--- config.mk ---
export PLATFORM = sky130hd
export DESIGN_NAME = wall_follow_pid_drive
export DESIGN_NICKNAME = d
export VERILOG_FILES = /design/src/wfpd_pkg.sv /design/src/wall_follow_pid_drive.sv /design/src/wfpd_wheel.sv
export SDC_FILE = /design/constraint.sdc
export NUM_CORES = 2
export LEC_CHECK = 0
export BUFFER_PORTS_ARGS = -buffer_cell sky130_fd_sc_hd__buf_2
export CELL_PAD_IN_SITES_DETAIL_PLACEMENT = 1
export CELL_PAD_IN_SITES_GLOBAL_PLACEMENT = 1
export CORE_MARGIN = 3
export CORE_UTILIZATION = 47
export CTS_CLUSTER_SIZE = 16
export DETAILED_ROUTE_END_ITERATION = 10
export GPL_TIMING_DRIVEN = 0
export PLACE_DENSITY_LB_ADDON = 0.1
export SYNTH_ARGS = -nofsm -noshare
export SYNTH_HDL_FRONTEND = slang
export SYNTH_SLANG_ARGS = --single-unit
--- constraint.sdc ---
create_clock -name clock -period 9.76 [get_ports clock]
set_input_delay 1.464 -clock clock [delete_from_list [all_inputs] [get_ports clock]]
set_output_delay 1.464 -clock clock [all_outputs]
set_load 0.01 [all_outputs]
--- src/wfpd_pkg.sv ---
package wfpd_pkg;

   localparam int GAIN_W     = 16;
   localparam int SUM_W      = 32;
   localparam int PWM_W      = 8;
   localparam int CSR_IDX_W  = 3;
   localparam int CSR_DATA_W = 16;

   localparam logic [CSR_IDX_W-1:0] REG_TARGET_DISTANCE = 3'd0;
   localparam logic [CSR_IDX_W-1:0] REG_GAIN_P          = 3'd1;
   localparam logic [CSR_IDX_W-1:0] REG_GAIN_I          = 3'd2;
   localparam logic [CSR_IDX_W-1:0] REG_GAIN_D          = 3'd3;
   localparam logic [CSR_IDX_W-1:0] REG_BASE_DRIVE      = 3'd4;
   localparam logic [CSR_IDX_W-1:0] REG_MAX_DRIVE       = 3'd5;

   localparam logic [PWM_W-1:0] MAX_DRIVE_RESET = 8'hFF;

   typedef struct packed {
      logic             forward;
      logic [PWM_W-1:0] pwm;
   } wheel_cmd_type;

endpackage

--- src/wall_follow_pid_drive.sv ---
// Wall-following PID drive controller.
// Request channel: req_valid / req_stall with req_distance_sample, one wall
// distance sample per request. A request is taken on a clock edge with
// req_valid high and req_stall low.
// Response channel: rsp_valid / rsp_stall with the direction and PWM of the
// left and right wheels, one response per request, in request order.
// Configuration: csr_wr_en / csr_index / csr_wdata write target distance,
// P/I/D gains (signed Q8.8), base drive and max drive. Write only while idle.
// Throughput: one request per cycle while rsp_stall is low, set by the
// four-stage pipeline (error/integral, multiply, accumulate/scale, wheel
// drive and clamp), whose stages advance while the next stage is free.
// When rsp_stall is high the response holds; the pipeline keeps filling its
// empty stages and raises req_stall only once all four stages are full.
// Reset (synchronous, active high) clears the integral, the previous error,
// the pipeline and the registers (max drive resets to 255, the rest to 0).
module wall_follow_pid_drive #(
   parameter int DISTANCE_BITS  = 12,
   parameter int GAIN_FRAC_BITS = 8
) (
   input  logic                                clock,
   input  logic                                reset,
   input  logic                                req_valid,
   output logic                                req_stall,
   input  logic [DISTANCE_BITS-1:0]            req_distance_sample,
   output logic                                rsp_valid,
   input  logic                                rsp_stall,
   output logic                                rsp_left_forward,
   output logic [wfpd_pkg::PWM_W-1:0]          rsp_left_pwm,
   output logic                                rsp_right_forward,
   output logic [wfpd_pkg::PWM_W-1:0]          rsp_right_pwm,
   input  logic                                csr_wr_en,
   input  logic [wfpd_pkg::CSR_IDX_W-1:0]      csr_index,
   input  logic [wfpd_pkg::CSR_DATA_W-1:0]     csr_wdata
);

   localparam int DW     = DISTANCE_BITS;
   localparam int GW     = wfpd_pkg::GAIN_W;
   localparam int SW     = wfpd_pkg::SUM_W;
   localparam int PW     = wfpd_pkg::PWM_W;
   localparam int E_W    = DW + 1;
   localparam int D_W    = DW + 2;
   localparam int PE_W   = GW + E_W;
   localparam int PI_W   = GW + SW;
   localparam int PD_W   = GW + D_W;
   localparam int ACC_W  = PI_W + 2;
   localparam int CORR_W = ACC_W - GAIN_FRAC_BITS;
   localparam int DRV_W  = CORR_W + 1;

   localparam logic signed [SW-1:0] SUM_MAX = {1'b0, {(SW-1){1'b1}}};
   localparam logic signed [SW-1:0] SUM_MIN = {1'b1, {(SW-1){1'b0}}};
   localparam logic [ACC_W-1:0] ROUND_BIAS =
      ACC_W'((64'd1 << GAIN_FRAC_BITS) - 64'd1);

   // configuration registers
   logic [DW-1:0]        target_ff;
   logic signed [GW-1:0] gain_p_ff, gain_i_ff, gain_d_ff;
   logic [PW-1:0]        base_drive_ff, max_drive_ff;

   always_ff @(posedge clock) begin
      if (reset) begin
         target_ff     <= '0;
         gain_p_ff     <= '0;
         gain_i_ff     <= '0;
         gain_d_ff     <= '0;
         base_drive_ff <= '0;
         max_drive_ff  <= wfpd_pkg::MAX_DRIVE_RESET;
      end else if (csr_wr_en) begin
         case (csr_index)
            wfpd_pkg::REG_TARGET_DISTANCE: target_ff     <= csr_wdata[DW-1:0];
            wfpd_pkg::REG_GAIN_P:          gain_p_ff     <= csr_wdata[GW-1:0];
            wfpd_pkg::REG_GAIN_I:          gain_i_ff     <= csr_wdata[GW-1:0];
            wfpd_pkg::REG_GAIN_D:          gain_d_ff     <= csr_wdata[GW-1:0];
            wfpd_pkg::REG_BASE_DRIVE:      base_drive_ff <= csr_wdata[PW-1:0];
            wfpd_pkg::REG_MAX_DRIVE:       max_drive_ff  <= csr_wdata[PW-1:0];
            default: ;
         endcase
      end
   end

   // pipeline flow control
   logic s1_vld_ff, s2_vld_ff, s3_vld_ff, rsp_valid_ff;
   logic out_en, s3_en, s2_en, s1_en, req_take;

   assign out_en    = !rsp_valid_ff || !rsp_stall;
   assign s3_en     = !s3_vld_ff || out_en;
   assign s2_en     = !s2_vld_ff || s3_en;
   assign s1_en     = !s1_vld_ff || s2_en;
   assign req_stall = !s1_en;
   assign req_take  = req_valid && s1_en;

   always_ff @(posedge clock) begin
      if (reset) begin
         s1_vld_ff    <= 1'b0;
         s2_vld_ff    <= 1'b0;
         s3_vld_ff    <= 1'b0;
         rsp_valid_ff <= 1'b0;
      end else begin
         if (s1_en)  s1_vld_ff    <= req_valid;
         if (s2_en)  s2_vld_ff    <= s1_vld_ff;
         if (s3_en)  s3_vld_ff    <= s2_vld_ff;
         if (out_en) rsp_valid_ff <= s3_vld_ff;
      end
   end

   // stage 1: error, saturating integral, derivative
   logic signed [SW-1:0]  error_sum_ff, sum_in;
   logic signed [E_W-1:0] last_error_ff, e_in;
   logic signed [SW:0]    sum_wide;
   logic signed [D_W-1:0] d_in;
   logic signed [E_W-1:0] e_ff;
   logic signed [SW-1:0]  sum_ff;
   logic signed [D_W-1:0] d_ff;

   assign e_in     = $signed({1'b0, req_distance_sample}) - $signed({1'b0, target_ff});
   assign sum_wide = (SW+1)'(error_sum_ff) + (SW+1)'(e_in);
   assign d_in     = D_W'(e_in) - D_W'(last_error_ff);

   always_comb begin
      if (sum_wide[SW] != sum_wide[SW-1]) begin
         sum_in = sum_wide[SW] ? SUM_MIN : SUM_MAX;
      end else begin
         sum_in = sum_wide[SW-1:0];
      end
   end

   always_ff @(posedge clock) begin
      if (reset) begin
         error_sum_ff  <= '0;
         last_error_ff <= '0;
      end else if (req_take) begin
         error_sum_ff  <= sum_in;
         last_error_ff <= e_in;
      end
   end

   always_ff @(posedge clock) begin
      if (req_take) begin
         e_ff   <= e_in;
         sum_ff <= sum_in;
         d_ff   <= d_in;
      end
   end

   // stage 2: gain products
   logic signed [PE_W-1:0] pe_in, pe_ff;
   logic signed [PI_W-1:0] pi_in, pi_ff;
   logic signed [PD_W-1:0] pd_in, pd_ff;

   assign pe_in = gain_p_ff * e_ff;
   assign pi_in = gain_i_ff * sum_ff;
   assign pd_in = gain_d_ff * d_ff;

   always_ff @(posedge clock) begin
      if (s2_en && s1_vld_ff) begin
         pe_ff <= pe_in;
         pi_ff <= pi_in;
         pd_ff <= pd_in;
      end
   end

   // stage 3: accumulate, scale with truncation toward zero
   logic signed [ACC_W-1:0]  acc_in, biased;
   logic signed [CORR_W-1:0] corr_in, corr_ff;

   assign acc_in  = ACC_W'(pe_ff) + ACC_W'(pi_ff) + ACC_W'(pd_ff);
   assign biased  = acc_in + (acc_in[ACC_W-1] ? $signed(ROUND_BIAS) : $signed(ACC_W'(0)));
   assign corr_in = CORR_W'(biased >>> GAIN_FRAC_BITS);

   always_ff @(posedge clock) begin
      if (s3_en && s2_vld_ff) begin
         corr_ff <= corr_in;
      end
   end

   // stage 4: wheel drive, direction and clamp
   logic signed [DRV_W-1:0] base_ext, drive_left, drive_right;
   wfpd_pkg::wheel_cmd_type left_in, right_in, left_ff, right_ff;

   assign base_ext    = DRV_W'($signed({1'b0, base_drive_ff}));
   assign drive_left  = base_ext + DRV_W'(corr_ff);
   assign drive_right = base_ext - DRV_W'(corr_ff);

   wfpd_wheel #(.DRV_W(DRV_W)) u_left (
      .drive     (drive_left),
      .max_drive (max_drive_ff),
      .cmd       (left_in)
   );

   wfpd_wheel #(.DRV_W(DRV_W)) u_right (
      .drive     (drive_right),
      .max_drive (max_drive_ff),
      .cmd       (right_in)
   );

   always_ff @(posedge clock) begin
      if (out_en && s3_vld_ff) begin
         left_ff  <= left_in;
         right_ff <= right_in;
      end
   end

   assign rsp_valid         = rsp_valid_ff;
   assign rsp_left_forward  = left_ff.forward;
   assign rsp_left_pwm      = left_ff.pwm;
   assign rsp_right_forward = right_ff.forward;
   assign rsp_right_pwm     = right_ff.pwm;

   // checks
   a_stall_only_when_full: assert property (@(posedge clock) disable iff (reset)
      req_stall |-> s1_vld_ff && s2_vld_ff && s3_vld_ff && rsp_valid_ff && rsp_stall)
      else $error("request stalled with a free pipeline stage");

   a_take_fills_s1: assert property (@(posedge clock) disable iff (reset)
      req_valid && !req_stall |=> s1_vld_ff)
      else $error("accepted request lost at stage 1");

   a_pwm_clamped: assert property (@(posedge clock) disable iff (reset)
      rsp_valid |-> rsp_left_pwm <= max_drive_ff && rsp_right_pwm <= max_drive_ff)
      else $error("wheel PWM above max drive");

   a_zero_base_opposed: assert property (@(posedge clock) disable iff (reset)
      rsp_valid && base_drive_ff == '0 |-> !(rsp_left_forward && rsp_right_forward))
      else $error("both wheels forward with zero base drive");

endmodule

--- src/wfpd_wheel.sv ---
module wfpd_wheel #(
   parameter int DRV_W = 36
) (
   input  logic signed [DRV_W-1:0]          drive,
   input  logic [wfpd_pkg::PWM_W-1:0]       max_drive,
   output wfpd_pkg::wheel_cmd_type          cmd
);

   logic             neg;
   logic [DRV_W-1:0] mag;

   assign neg = drive[DRV_W-1];
   assign mag = neg ? DRV_W'(-drive) : DRV_W'(drive);

   always_comb begin
      cmd.forward = !neg && (drive != '0);
      if (mag > DRV_W'(max_drive)) begin
         cmd.pwm = max_drive;
      end else begin
         cmd.pwm = mag[wfpd_pkg::PWM_W-1:0];
      end
   end

endmodule

==> impl_metrics.yaml <==
clock_network:
  ctsResizeCount: 0
  clkSinkCount: 351
  post_cts_buffers: 0
  cts_tree: "done"
  hold_buffers: 0
  ctsLongestPathBuffers: 3
  clkTransAtPathRegs_ns: 0.08
  numCtsBuffers: 44
  cts-htree-levels: 2
  clkLatencyLatePin_ns: 0.67
  root_buffer: "clkbuf_16"
routing:
  num_vias: 45570
  antenna_left: 0
  wl_per_cell_um: 22.75
  vias_per_cell: 5.591
  drc: 0
  drt_iter0_drc: 2980
  first_pass_iters: 5
  finalWirelength_um: 185400
timing:
  fmax_mhz: 109.6
  fin_crit_ns: 9.123
  tightest_slew_ns: 1.353
  slew_headroom_pct: 8.996
  final_max_slew_viol_count: 0
  final-setup-viol-count: 0
  rsz0062_at_grt: "false"
  hold_viol: 0
  whs_ns: 0.4551
  setup_slack_ns: 0.6370
  fin_setup_tns_ns: 0
  fin_skew_ns: 0.05240
  fin_crit_sh_pct: 93.47
yosys:
  synth_edf_count: 226
  syn_area_per_cell_um2: 9.013
  yosysUniqueCellTypes: 89
  syn_area_mm2: 0.05759
  ys_ff_latch: 351
  synthArstFlopShare_pct: 0
  yosysSeqAreaShare_pct: 16.13
  syn-num-nets: 7784
  syn_inst: 6390
  yosysWarnings: 0
  ys.flop_type: "edfxtp_1"
critical_path:
  crit_path_start_kind: "flip-flop"
  end_kind: "flip-flop"
  worstPathArrival_ns: 9.52
  required_ns: 10.16
  max_stage_delay_ns: 0.76
  setup.worst_path.class: "flip-flop to flip-flop"
  crit_fanout: 10
  cp_common_cell: "fa_1"
  cpMaxStageDelayCell: "dfxtp_1"
power_and_ir_drop:
  p_per_area_mw_per_mm2: 149.3
  pwr-share-seq_pct: 25.0
  peakVddDrop_mv: 0.1253
  p_sw_share_pct: 47.89
  internal-power_mw: 4.793
  p_total_mw: 9.197
  clkPwrFrac_pct: 18.4
  p_sw_mw: 4.404
  p_comb_share_pct: 56.6
  leakage_nw: 27.59
floorplanning:
  core_mm2: 0.1208
  ios: 56
  die_x_um: 356.1
  start_util_pct: 47.69
  die-area_mm2: 0.1268
  die_y_um: 356.1
  num_rows: 127
layout:
  nets: 7894
  syn_to_final_growth_pct: 6.943
  fin_cells: 8151
  multiInputGateArea_mm2: 0.04320
  most-common-layout-cells: "inv_1 (1121), fa_1 (954), nand2_1 (878), ha_1 (404), and2_1 (392)"
  n_fill_cell: 14090
  drive_above_1_share_pct: 3.152
  mostFrequentLayoutCell: "inv_1"
  regArea_mm2: 0.009289
run_status:
  status: "finished, final reports clean"
global_route:
  grt_pass1_wl_um: 290900
  first_global_vias: 49560
  grt-ovfl-total: 0
  antenna_found_initial: 12
  groute.usage.overall_pct: 29.85
  grt_max_degree: 39
place:
  place_hpwl_um: 154900
  place_congestion: 0.9212
  port_buffers: 54
  place_inst: 8064
  dp_slack_ns: 0.4910
min_path:
  hold_path.class: "flip-flop to flip-flop"
run:
  cap_viol_max_count: 0
==> critical path: cells and delay by family (launching register included) <==
kind / cells / cell delay (ns)
buffers and inverters: 6 / 0.91
AO/OA/AOI/OAI: 10 / 2.89
flip-flops: 1 / 0.76
XOR/XNOR: 1 / 0.14
AND/OR/NAND/NOR: 4 / 0.60
adder cells (fa/ha/maj): 7 / 3.55
==> power groups by stage <==
| stage | clock network (mW) | logic (mW) | registers (mW) |
|---|---|---|---|
| final | 1.69 | 5.21 | 2.30 |
| after global routing | 1.79 | 5.83 | 2.31 |
| after CTS | 1.73 | 5.20 | 2.29 |
| after detailed placement | 0 | 5.16 | 2.32 |
| after global placement | 0 | 4.99 | 2.32 |
| after floorplan | 0 | 3.66 | 2.10 |
==> cell usage after synthesis (all sizes together), types with 60 or more instances <==
master	instances	area share (%)
clkbuf	240	1.6
edfxtp	226	12
fa	954	33
xnor2	228	3.5
nor3	88	0.78
dfxtp	125	4.3
inv	1122	7.3
and2	392	4.3
a21oi	276	2.4
nand2b	60	0.65
ha	404	8.8
a21o	97	1.3
o21ai	159	1.4
nor2	284	1.9
xor2	95	1.4
nand2	878	5.7
nand3	88	0.76
==> worst paths after layout <==
kind	from	slack [ns]	depth (start not counted)	to
worst min register to register	last_error_ff[6]	0.46	2	last_error_ff[6]
worst min-delay path	last_error_ff[6]	0.46	2	last_error_ff[6]
worst max-delay path	gain_i_ff[9]	0.64	28	pi_ff[47]
worst max register to register	gain_i_ff[9]	0.64	28	pi_ff[47]
==> final cells by class <==
class,count,share of cell area (%)
Tap cell,1612,3.275
Multi-Input combinational cell,4667,70.13
Sequential cell,351,15.08
Clock inverter,14,0.2742
Antenna cell,3,0.01219
Inverter,1123,6.844
Timing Repair Buffer,64,0.7232
Buffer,249,1.548
Clock buffer,68,2.111
==> per-layer routing <==
layer,GRT usage (%),vias up,routed length (um)
met2,49.53,1158,86980
met3,4.192,274,10800
li1,-,20590,-
met1,40.73,23550,81640
met5,0,-,18
met4,8.749,2,5972
==> cell families after synthesis <==
group	after synthesis	share of synthesized area (%)
xor+xnor	323	4.912
fa+ha+maj	1378	42.29
buf+inv	1372	8.968
compound gates	862	9.563
simple gates	2067	17.45
flops	351	16.13
mux	37	0.6887
==> through the flow <==
stage,utilization [%],area (um^2)
after detailed placement,49.75,60080
after floorplan,-,57590
after global routing,51.00,61590
after CTS,50.96,61540
final,51.00,61590
after global placement,49.58,59880
==> registers in the layout, indices dropped and copies added, names as in the netlist, 8 cells and up <==
signal / count
last_error_ff: 13
e_ff: 13
pi_ff: 48
gain_p_ff: 16
error_sum_ff: 32
target_ff: 12
gain_d_ff: 16
sum_ff: 32
max_drive_ff: 8
d_ff: 14
corr_ff: 42
rsp_left_pwm: 8
pe_ff: 29
gain_i_ff: 16
pd_ff: 30
rsp_right_pwm: 8
base_drive_ff: 8
(Power assumes the default switching activity.)
